### src/rtl/pcs_pkg.sv
`default_nettype none

package pcs_pkg;

   localparam int MAX_ENTRIES_DEFAULT = 1024;
   localparam logic [31:0] RANGE_WIDTH_RESET = 32'd65536;

   localparam logic [1:0] OP_APPEND = 2'd0;
   localparam logic [1:0] OP_BUILD  = 2'd1;
   localparam logic [1:0] OP_SAMPLE = 2'd2;

   localparam logic [1:0] ST_OK        = 2'd0;
   localparam logic [1:0] ST_FULL      = 2'd1;
   localparam logic [1:0] ST_NOT_BUILT = 2'd2;

   // Micro-operations that the controller issues to the datapath.
   typedef enum logic [4:0] {
      CMD_NOP,
      CMD_LOAD,
      CMD_APPEND,
      CMD_BUILD_EMPTY,
      CMD_BUILD_AGAIN,
      CMD_NOT_BUILT,
      CMD_MUL_INIT,
      CMD_MUL_STEP,
      CMD_INT_START,
      CMD_DIV_STEP,
      CMD_INT_END,
      CMD_ENT_RD,
      CMD_CDF_START,
      CMD_ENT_WR,
      CMD_BUILD_END,
      CMD_SRCH_INIT,
      CMD_SRCH_RD,
      CMD_SRCH_CMP,
      CMD_LO_RD,
      CMD_HI_RD,
      CMD_PDF_CAP,
      CMD_FRAC_START,
      CMD_FRAC_END,
      CMD_POS_START,
      CMD_POS_END
   } cmd_type;

   typedef struct packed {
      logic [1:0] op;
      logic       count_zero;
      logic       built;
      logic       mul_last;
      logic       div_last;
      logic       srch_done;
      logic       idx_last;
      logic       pdf_zero;
   } dp_status_type;

endpackage

`default_nettype wire

### src/rtl/pcs_ctrl.sv
`default_nettype none

module pcs_ctrl (
   input  wire logic                  clock,
   input  wire logic                  reset,
   input  wire logic                  start,
   output logic                       busy,
   output logic                       rsp_valid,
   output pcs_pkg::cmd_type           cmd,
   input  wire pcs_pkg::dp_status_type stat
);

   typedef enum logic [4:0] {
      S_IDLE, S_DISPATCH, S_MUL, S_INT_START, S_INT_DIV, S_INT_END,
      S_CDF_RD, S_CDF_START, S_CDF_DIV, S_CDF_WR, S_BUILD_END,
      S_SRCH_CHK, S_SRCH_CMP, S_HI_RD, S_PDF, S_FRAC_START, S_FRAC_DIV,
      S_FRAC_END, S_POS_START, S_POS_DIV, S_POS_END, S_RESP
   } state_type;

   state_type state_ff, state_in;

   always_comb begin
      state_in = state_ff;
      cmd      = pcs_pkg::CMD_NOP;
      unique case (state_ff)
         S_IDLE: begin
            if (start) begin
               cmd      = pcs_pkg::CMD_LOAD;
               state_in = S_DISPATCH;
            end
         end
         S_DISPATCH: begin
            state_in = S_RESP;
            if (stat.op == pcs_pkg::OP_APPEND) begin
               cmd = pcs_pkg::CMD_APPEND;
            end else if (stat.op == pcs_pkg::OP_BUILD) begin
               if (stat.count_zero) begin
                  cmd = pcs_pkg::CMD_BUILD_EMPTY;
               end else if (stat.built) begin
                  cmd = pcs_pkg::CMD_BUILD_AGAIN;
               end else begin
                  cmd      = pcs_pkg::CMD_MUL_INIT;
                  state_in = S_MUL;
               end
            end else if (stat.op == pcs_pkg::OP_SAMPLE) begin
               if (!stat.built || stat.count_zero) begin
                  cmd = pcs_pkg::CMD_NOT_BUILT;
               end else begin
                  cmd      = pcs_pkg::CMD_SRCH_INIT;
                  state_in = S_SRCH_CHK;
               end
            end
         end
         S_MUL: begin
            cmd = pcs_pkg::CMD_MUL_STEP;
            if (stat.mul_last) state_in = S_INT_START;
         end
         S_INT_START: begin
            cmd      = pcs_pkg::CMD_INT_START;
            state_in = S_INT_DIV;
         end
         S_INT_DIV: begin
            cmd = pcs_pkg::CMD_DIV_STEP;
            if (stat.div_last) state_in = S_INT_END;
         end
         S_INT_END: begin
            cmd      = pcs_pkg::CMD_INT_END;
            state_in = S_CDF_RD;
         end
         S_CDF_RD: begin
            cmd      = pcs_pkg::CMD_ENT_RD;
            state_in = S_CDF_START;
         end
         S_CDF_START: begin
            cmd      = pcs_pkg::CMD_CDF_START;
            state_in = S_CDF_DIV;
         end
         S_CDF_DIV: begin
            cmd = pcs_pkg::CMD_DIV_STEP;
            if (stat.div_last) state_in = S_CDF_WR;
         end
         S_CDF_WR: begin
            cmd      = pcs_pkg::CMD_ENT_WR;
            state_in = stat.idx_last ? S_BUILD_END : S_CDF_RD;
         end
         S_BUILD_END: begin
            cmd      = pcs_pkg::CMD_BUILD_END;
            state_in = S_RESP;
         end
         S_SRCH_CHK: begin
            if (stat.srch_done) begin
               cmd      = pcs_pkg::CMD_LO_RD;
               state_in = S_HI_RD;
            end else begin
               cmd      = pcs_pkg::CMD_SRCH_RD;
               state_in = S_SRCH_CMP;
            end
         end
         S_SRCH_CMP: begin
            cmd      = pcs_pkg::CMD_SRCH_CMP;
            state_in = S_SRCH_CHK;
         end
         S_HI_RD: begin
            cmd      = pcs_pkg::CMD_HI_RD;
            state_in = S_PDF;
         end
         S_PDF: begin
            cmd      = pcs_pkg::CMD_PDF_CAP;
            state_in = S_FRAC_START;
         end
         S_FRAC_START: begin
            if (stat.pdf_zero) begin
               cmd      = pcs_pkg::CMD_POS_START;
               state_in = S_POS_DIV;
            end else begin
               cmd      = pcs_pkg::CMD_FRAC_START;
               state_in = S_FRAC_DIV;
            end
         end
         S_FRAC_DIV: begin
            cmd = pcs_pkg::CMD_DIV_STEP;
            if (stat.div_last) state_in = S_FRAC_END;
         end
         S_FRAC_END: begin
            cmd      = pcs_pkg::CMD_FRAC_END;
            state_in = S_POS_START;
         end
         S_POS_START: begin
            cmd      = pcs_pkg::CMD_POS_START;
            state_in = S_POS_DIV;
         end
         S_POS_DIV: begin
            cmd = pcs_pkg::CMD_DIV_STEP;
            if (stat.div_last) state_in = S_POS_END;
         end
         S_POS_END: begin
            cmd      = pcs_pkg::CMD_POS_END;
            state_in = S_RESP;
         end
         S_RESP: begin
            state_in = S_IDLE;
         end
         default: begin
            state_in = S_IDLE;
         end
      endcase
   end

   always_ff @(posedge clock) begin
      if (reset) begin
         state_ff <= S_IDLE;
      end else begin
         state_ff <= state_in;
      end
   end

   assign busy      = (state_ff != S_IDLE);
   assign rsp_valid = (state_ff == S_RESP);

endmodule

`default_nettype wire

### config.mk
export PLATFORM = sky130hd
export DESIGN_NAME = pcs_ctrl
export DESIGN_NICKNAME = d
export VERILOG_FILES = /design/src/rtl/pcs_pkg.sv /design/src/rtl/pcs_ctrl.sv
export SDC_FILE = /design/constraint.sdc
export NUM_CORES = 1
export LEC_CHECK = 0
export ABC_AREA = 0
export BUFFER_PORTS_ARGS = -buffer_cell sky130_fd_sc_hd__buf_4
export CORE_UTILIZATION = 53
export DETAILED_ROUTE_END_ITERATION = 8
export PLACE_DENSITY = 0.78
export SLEW_MARGIN = 0
export SYNTH_ARGS = -nofsm -noshare
export SYNTH_HDL_FRONTEND = slang
export SYNTH_SLANG_ARGS = --single-unit
### constraint.sdc
create_clock -name clock -period 1.8 [get_ports clock]
set_input_delay 0.09 -clock clock [delete_from_list [all_inputs] [get_ports clock]]
set_output_delay 0.09 -clock clock [all_outputs]
set_load 0.05 [all_outputs]
# After elaboration in Yosys (flattened, before gate mapping)

Cells that the tools add are included.

Flip-flop bits (word level): 5
Input bits: 12
Output and inout bits: 7
Word-level logic and storage cells: 64

Eq/ne operators: 29
Multiplexer cells: 26
Reduce and logical (&&, ||, !) cells: 8

Operator list:

| operator                                       | number |
|---|---|
| one-hot mux 5 bit (20 select lines)            | 1 |
| one-hot mux 5 bit (18 select lines)            | 1 |
| two-way mux 5 bit                              | 14 |
| == test 5 x 4 -> 1 bit (second input constant) | 8 |
| == test 5 bit (second input constant)          | 6 |
| == test 5 x 3 -> 1 bit (second input constant) | 4 |
| two-way mux 4 bit                              | 3 |
| != test 2 bit (second input constant)          | 6 |
| == test 5 x 2 -> 1 bit (second input constant) | 2 |
| two-way mux 2 bit                              | 4 |
| AND reduction 6 bit                            | 1 |
| == test 5 x 1 -> 1 bit (second input constant) | 1 |
| zero test 5 bit                                | 1 |
| nonzero test 5 bit                             | 1 |
| OR reduction 4 bit                             | 1 |
| two-way mux 3 bit                              | 1 |
| == test 2 x 1 -> 1 bit (second input constant) | 1 |
| == test 2 bit (second input constant)          | 1 |
| zero test 2 bit                                | 1 |
| two-way mux 1 bit                              | 2 |
| OR reduction 2 bit                             | 1 |
| zero test 1 bit                                | 1 |
| logical OR 1 bit                               | 1 |

# Depth between registers and ports, before layout

Gate-level depths: netlist (run 1).

Depth in word-level cells: 7
Mapped depth: 7
Depth with buffers taken out: 5

# Worst setup path before layout (run 1)

Ideal clock, no wire load.

Path kind: register -> output
Start: register state_ff[2]
End: output port cmd[4]
Arrival time: 2079 ps
Data required time: 1710 ps
Setup slack: -369 ps
Stages on the path, launching flop included: 6
Buffers on the path: 2
Path through: dfxtp_1 buf_2 buf_2 xor2_1 a21oi_1 o21ai_0

Cells in the longest elaborated chain, start to end: 3

Ends and longest elaborated chain:

| what                                  | RTL line        | text |
|---|---|---|
| start, declared                       | pcs_ctrl.sv:20  | `state_type state_ff, state_in;` |
| start signal, assigned                | pcs_ctrl.sv:153 | `state_ff <= state_in;` |
| == test 5 bit (tied with other cells) | pcs_ctrl.sv:25  | `unique case (state_ff)` |
| OR reduction 4 bit (no line)          | -               |  |
| one-hot mux 5 bit (18 select lines) * | pcs_ctrl.sv:25  |  |
| end, declared                         | pcs_ctrl.sv:9   | `output pcs_pkg::cmd_type cmd,` |

Mark *: on every way between the ends. The rest lies on a longest branch, timed or not.

# Worst setup path after layout (run 1)

Start: register state_ff[4]
End: output port cmd[1]

Same word-level chain as after synthesis.

==> results of run 1 <==
-- layer usage --
metal | vias up | routed length, µm
met5 | - | 0
met4 | 0 | 53
met3 | 7 | 251
met2 | 63 | 1310
met1 | 529 | 1230
li1 | 553 | -
-- worst max path at each step --
stage                                          end  cells past startpoint                startpoint  slack (ns)
after floorplan                             cmd[4]                      5  state_ff[2]$_SDFFE_PP0P_      0.0005
after global placement                      cmd[1]                      7  state_ff[4]$_SDFFE_PP0P_        0.09
after detailed placement  state_ff[2]$_SDFFE_PP0P_                      6  state_ff[4]$_SDFFE_PP0P_        0.07
after CTS                                   cmd[1]                      7  state_ff[4]$_SDFFE_PP0P_        0.02
after global routing                        cmd[3]                      7  state_ff[1]$_SDFFE_PP0P_       0.004
final                                       cmd[1]                      7  state_ff[4]$_SDFFE_PP0P_        0.09
-- kinds of logic after synthesis --
kind of cell | count (synthesis) | synth area share, %
AO/OA/AOI/OAI | 50 | 38.9
XOR/XNOR | 1 | 1.01
buffers and inverters | 17 | 9.84
flip-flops | 5 | 11.6
multiplexers | 2 | 2.32
AND/OR/NAND/NOR | 58 | 36.3
-- metrics by stage --
step	std cells	cell area (µm²)
detailed placement	169	1070
floorplan	133	877
global route	177	1180
global placement	169	1070
CTS	173	1110
finish	177	1180
-- repair_timing --
| action | 4_1_cts | 5_1_grt |
|---|---|---|
| resized for setup | 7 | 12 |
| endpoints found under the setup margin | 5 | 4 |
| pin swaps | 0 | 3 |
| buffers inserted | 0 | 4 |
-- critical path, stage by stage, from the launching register on --
cell     delay, ns
dfxtp_4       0.40
buf_6         0.15
nor2b_1       0.18
nor2_1        0.07
o22ai_2       0.14
a31oi_1       0.08
o22ai_2       0.17
buf_6         0.18
-- placed cells by master, fill, tap and decap left out, types with 2 or more instances in the layout --
cell      instances
buf_4            31
nand2_1          17
nor2_1           12
a21oi_1          12
o21ai_0           8
nor2b_1           6
inv_1             5
nand3_1           4
o21ai_1           4
buf_6             4
dfxtp_4           4
o22ai_2           3
a32o_1            3
o211a_1           3
a31oi_1           3
nor3_1            3
clkbuf_4          3
nor3_2            2
nand2b_1          2
mux2i_1           2
a311oi_1          2
nor4_1            2
a221oi_1          2
o31ai_1           2
-- power by group through the flow --
stage / sequential [W] / combinational [W] / clock [W]
after global placement: 0.000232 / 0.00143 / 0
after detailed placement: 0.000233 / 0.00145 / 0
after floorplan: 0.000169 / 0.00110 / 0
final: 0.000248 / 0.00158 / 0.000141
after global routing: 0.000253 / 0.00170 / 0.000152
after CTS: 0.000243 / 0.00147 / 0.000143
-- layout make-up --
cell class | instances | share of cell area [%]
clock buffer | 4 | 2.23
inverter | 6 | 1.91
tap | 16 | 1.70
multi-input combinational | 111 | 60.8
timing repair buffer | 35 | 23.6
sequential | 5 | 9.78
==> flow_summary.ini, run 1 <==
[route]
dr_total_vias = 1152
drc_errors = 0
drtIter0Drc = 51
avgRoutedWirePerCell_um = 16.1
wirelength_um = 2840
dr.pass1.iters = 5
via_per_inst = 6.51
ant_nets = 0

[worst_setup_path]
crit_path_max_fanout = 9
regToRegSetupSlack_ns = 0.20
worst_r2r_startpoint = state_ff[0]$_SDFFE_PP0P_
reg2reg_to = state_ff[2]$_SDFFE_PP0P_
required_ns = 1.71
cp.arrival_ns = 1.62
worstRegToRegCells = 5
crit_type = flop to primary output
crit_path_start_kind = flop
endpoint_kind = primary output

[sta]
hold_slack_ns = 0.0367
tns_ns = 0
setup_viol = 0
final_max_slew_viol_count = 0
finalHoldViolations = 0
finalCritPeriodShare_pct = 95.1
tightest_slew_ns = 0.358
fmax_mhz = 584
period_minus_slack_ns = 1.71
fin_ws_ns = 0.0874
rsz0062_at_grt = false
relSlewSlack_pct = 75.5
skew_ns = 0.00490

[hold_path]
min_path_cells = 2
hp-class = input port to flop
min_to = state_ff[4]$_SDFFE_PP0P_
min-delay-start = reset

[synthesis]
yosysTopAreaCellShare_pct = 11.6
netlist_area_um2 = 865
synth_ff_type = dfxtp_1
yosysWarnings = 0
synth_top_area_cell = dfxtp_1
synthTopCellsByArea = dfxtp_1, nand2_1, a21oi_1
synth_cells = 133
synth-seq-area-share_pct = 11.6
synth_cell_type_count = 40
yosysMostFrequentCell = nand2_1
syn_nets = 145
async_reset_ff_share_pct = 0
synth.avg_cell_area_um2 = 6.50
synth-edff-count = 0
synth_common_cells = nand2_1, nor2_1, a21oi_1, o21ai_0, buf_2
synth-seq-cells = 5

[place]
post-place-ws_ns = 0.0656
place_congestion = 0.943
dp_hpwl_um = 2060
port-buffer-count = 18

[floorplan]
rows = 14
dieArea_um2 = 1800
core_area_um2 = 1510
initial_core_util_pct = 57.4
die_w_um = 42.4
io_pins = 19
dieHeight_um = 42.4

[global_routing]
grt_use_met2_pct = 49.5
gr-total-overflow = 0
met1_usage_pct = 49.1
grt_max_degree = 16
grtUsageTotal_pct = 34.7
first_global_vias = 1006
antenna_found_initial = 0
grtUsageMet3_pct = 8.62
grt_pass1_wl_um = 4720
gr-max-usage-layer = met2

[clocking]
clk_pin_slew_ns = 0.05
cts_hold_buf = 0
numCtsBuffers = 3
clockBufferDepth = 2
clock_sinks = 5
cts_root_buf = clkbuf_4
clk_latency_ns = 0.26
htreeDepth = 1
cts_tree = yes

[finish]
largest_register_ff_count = 5
synthToLayoutAreaGrowth_pct = 36.2
register_area_um2 = 115
fillers = 116
largest-register = state_ff
post-route-util_pct = 78.2
reg_top3 = state_ff x5
fin_nets = 174
drive_above_1_share_pct = 35.4
n_antenna_cell = 0
multi_input_area_um2 = 716

[pwr]
power_density_nw_per_um2 = 1680
finalPower_w = 0.00197
seqPwrFrac_pct = 12.6
leakage_nw = 0.500
sw_frac_of_total_pct = 55.9
power.internal_w = 0.000871
irDropWorstVdd_v = 0.000939
clkPwrFrac_pct = 7.1
power_switching_w = 0.00110
pwr-share-comb_pct = 80.3

[status]
status = complete, no violations

[job]
cap_violations = 0
(Power assumes the default switching activity.)
==> run 2: changes to the inputs <==
Settings changed: CORE_MARGIN from default to 2.
==> run 2 against run 1 <==
Die area grew 9.7%. Register-to-register slack is essentially flat. First-iteration DRC count grew 51%. Worst hold slack gained 0.045 ns. Cell count grew 0.56%. Clock power is essentially flat. Maximum frequency shrank 2.3%. Sequential share of layout area shrank 0.32 points. Total power grew 0.11%. Combinational power is essentially flat. Critical path type unchanged.
==> flow_summary.ini, run 2 (synthesis gave the netlist of run 1 again) <==
[worst_setup_path]
crit_path_max_fanout = 13
cp.arrival_ns = 1.66
path_cells = nor2_1, nand2_1, o211a_1, o21ai_1, buf_4
slowest_delay_ns = 0.39
worst_r2r_startpoint = state_ff[3]$_SDFFE_PP0P_
crit_type = flop to primary output
cp-endpoint = cmd[4]
crit_slowest_cell = dfxtp_2
worstRegToRegCells = 6
worstSetupStartpoint = state_ff[2]$_SDFFE_PP0P_
required_ns = 1.71
regToRegSetupSlack_ns = 0.19
reg2reg_to = state_ff[1]$_SDFFE_PP0P_
crit_path_start_kind = flop
endpoint_kind = primary output

[sta]
period_minus_slack_ns = 1.75
rsz0062_at_grt = true
relSlewSlack_pct = 72.9
skew_ns = 0.00498
fmax_mhz = 570
fin_ws_ns = 0.0469
finalCritPeriodShare_pct = 97.4
tns_ns = 0
final_max_slew_viol_count = 0
setup_viol = 0
tightest_slew_ns = 0.402
finalHoldViolations = 0

[finish]
fin_nets = 175
mostFrequentLayoutCell = buf_4
fillers = 119
final_cell_mix = buf_4, nand2_1, nor2_1, a21oi_1, o21ai_0
largest_register_ff_count = 5
n_antenna_cell = 0
largest-register = state_ff
synthToLayoutAreaGrowth_pct = 34.7
drive_above_1_share_pct = 33.3
reg_top3 = state_ff x5

[pwr]
leakage_nw = 0.501
power_density_nw_per_um2 = 1700
irDropWorstVdd_v = 0.00121

[route]
ant_nets = 0
wirelength_um = 3090
drtIter0Drc = 77
dr_total_vias = 1261
avgRoutedWirePerCell_um = 17.4
dr.pass1.iters = 5
via_per_inst = 7.08
drc_errors = 0

[status]
status = complete, no violations

[clocking]
htreeDepth = 1
cts_root_buf = clkbuf_4
clk_latency_ns = 0.25
cts_hold_buf = 0
clock_sinks = 5
numCtsBuffers = 3
cts_tree = yes
clk_pin_slew_ns = 0.05
post_cts_buffers = 0
clockBufferDepth = 2

[place]
dp_hpwl_um = 2210
place_congestion = 0.902
port-buffer-count = 18
post-place-ws_ns = 0.0900

[global_routing]
first_global_vias = 1058
grtUsageTotal_pct = 32.4
antenna_found_initial = 0
gr-total-overflow = 0
grt_max_degree = 19
grt_pass1_wl_um = 4760

[floorplan]
core_area_um2 = 1520
rows = 14
dieHeight_um = 44.4
initial_core_util_pct = 56.7
die_w_um = 44.4
io_pins = 19
dieArea_um2 = 1970

[job]
cap_violations = 0

[hold_path]
hp-class = input port to flop
-- run 2: how the worst min path moves through the flow --
stage | startpoint | to | slack, ns | cells after the start
after floorplan | reset | state_ff[4]$_SDFFE_PP0P_ | 0.17 | 1
after global placement | reset | state_ff[4]$_SDFFE_PP0P_ | 0.30 | 2
after detailed placement | reset | state_ff[4]$_SDFFE_PP0P_ | 0.30 | 2
after CTS | reset | state_ff[4]$_SDFFE_PP0P_ | 0.07 | 2
after global routing | reset | state_ff[4]$_SDFFE_PP0P_ | 0.08 | 2
final | reset | state_ff[4]$_SDFFE_PP0P_ | 0.08 | 2
-- run 2: final cells by class --
cell class                      instances  area (µm²)  area share [%]
Sequential cell                         5         110            9.45
Multi-Input combinational cell        111         699            60.0
Clock buffer                            4        26.3            2.26
Inverter                                6        22.5            1.93
Tap cell                               16        20.0            1.72
Timing Repair Buffer                   36         287            24.6
-- run 2: worst max-delay path, delay by kind of cell (launching register included) --
kind,cells,cell delay [ns]
DFF,1,0.39
and+or+nand+nor,2,0.46
AOI/OAI and AO/OA,2,0.35
buffers and inverters,1,0.21
-- run 2: timing repair --
action                                  in CTS  in global routing
gates resized for setup                      4                  5
pin swaps                                    0                  1
endpoints found under the setup margin       3                  4
-- run 2: through the flow --
stage          cells  util (%)  total power [W]  cell area (µm²)  hold WS, ns
2_1_floorplan    133         -          0.00127              877        0.169
3_3_place_gp     174      73.3          0.00175             1120        0.301
3_5_place_dp     174      73.3          0.00176             1120        0.302
4_1_cts          178      75.5          0.00192             1150       0.0688
5_1_grt          178      76.4          0.00206             1160       0.0803
6_report         178      76.4          0.00198             1160       0.0819
-- run 2: where the power goes --
| group | internal, W | switching (W) |
|---|---|---|
| logic | 0.000622 | 0.000983 |
| clock network | 0.0000844 | 0.0000546 |
| registers | 0.000154 | 0.0000781 |
| total | 0.000860 | 0.00112 |
-- run 2: routing by layer --
metal	up-vias	part of all wire (%)	track usage, %	wire length (µm)
li1	555	-	-	-
met1	551	37	43.3	1150
met2	126	45	50.3	1390
met3	29	13	4.08	402
met4	0	5.0	17.6	153
met5	-	0	0	0
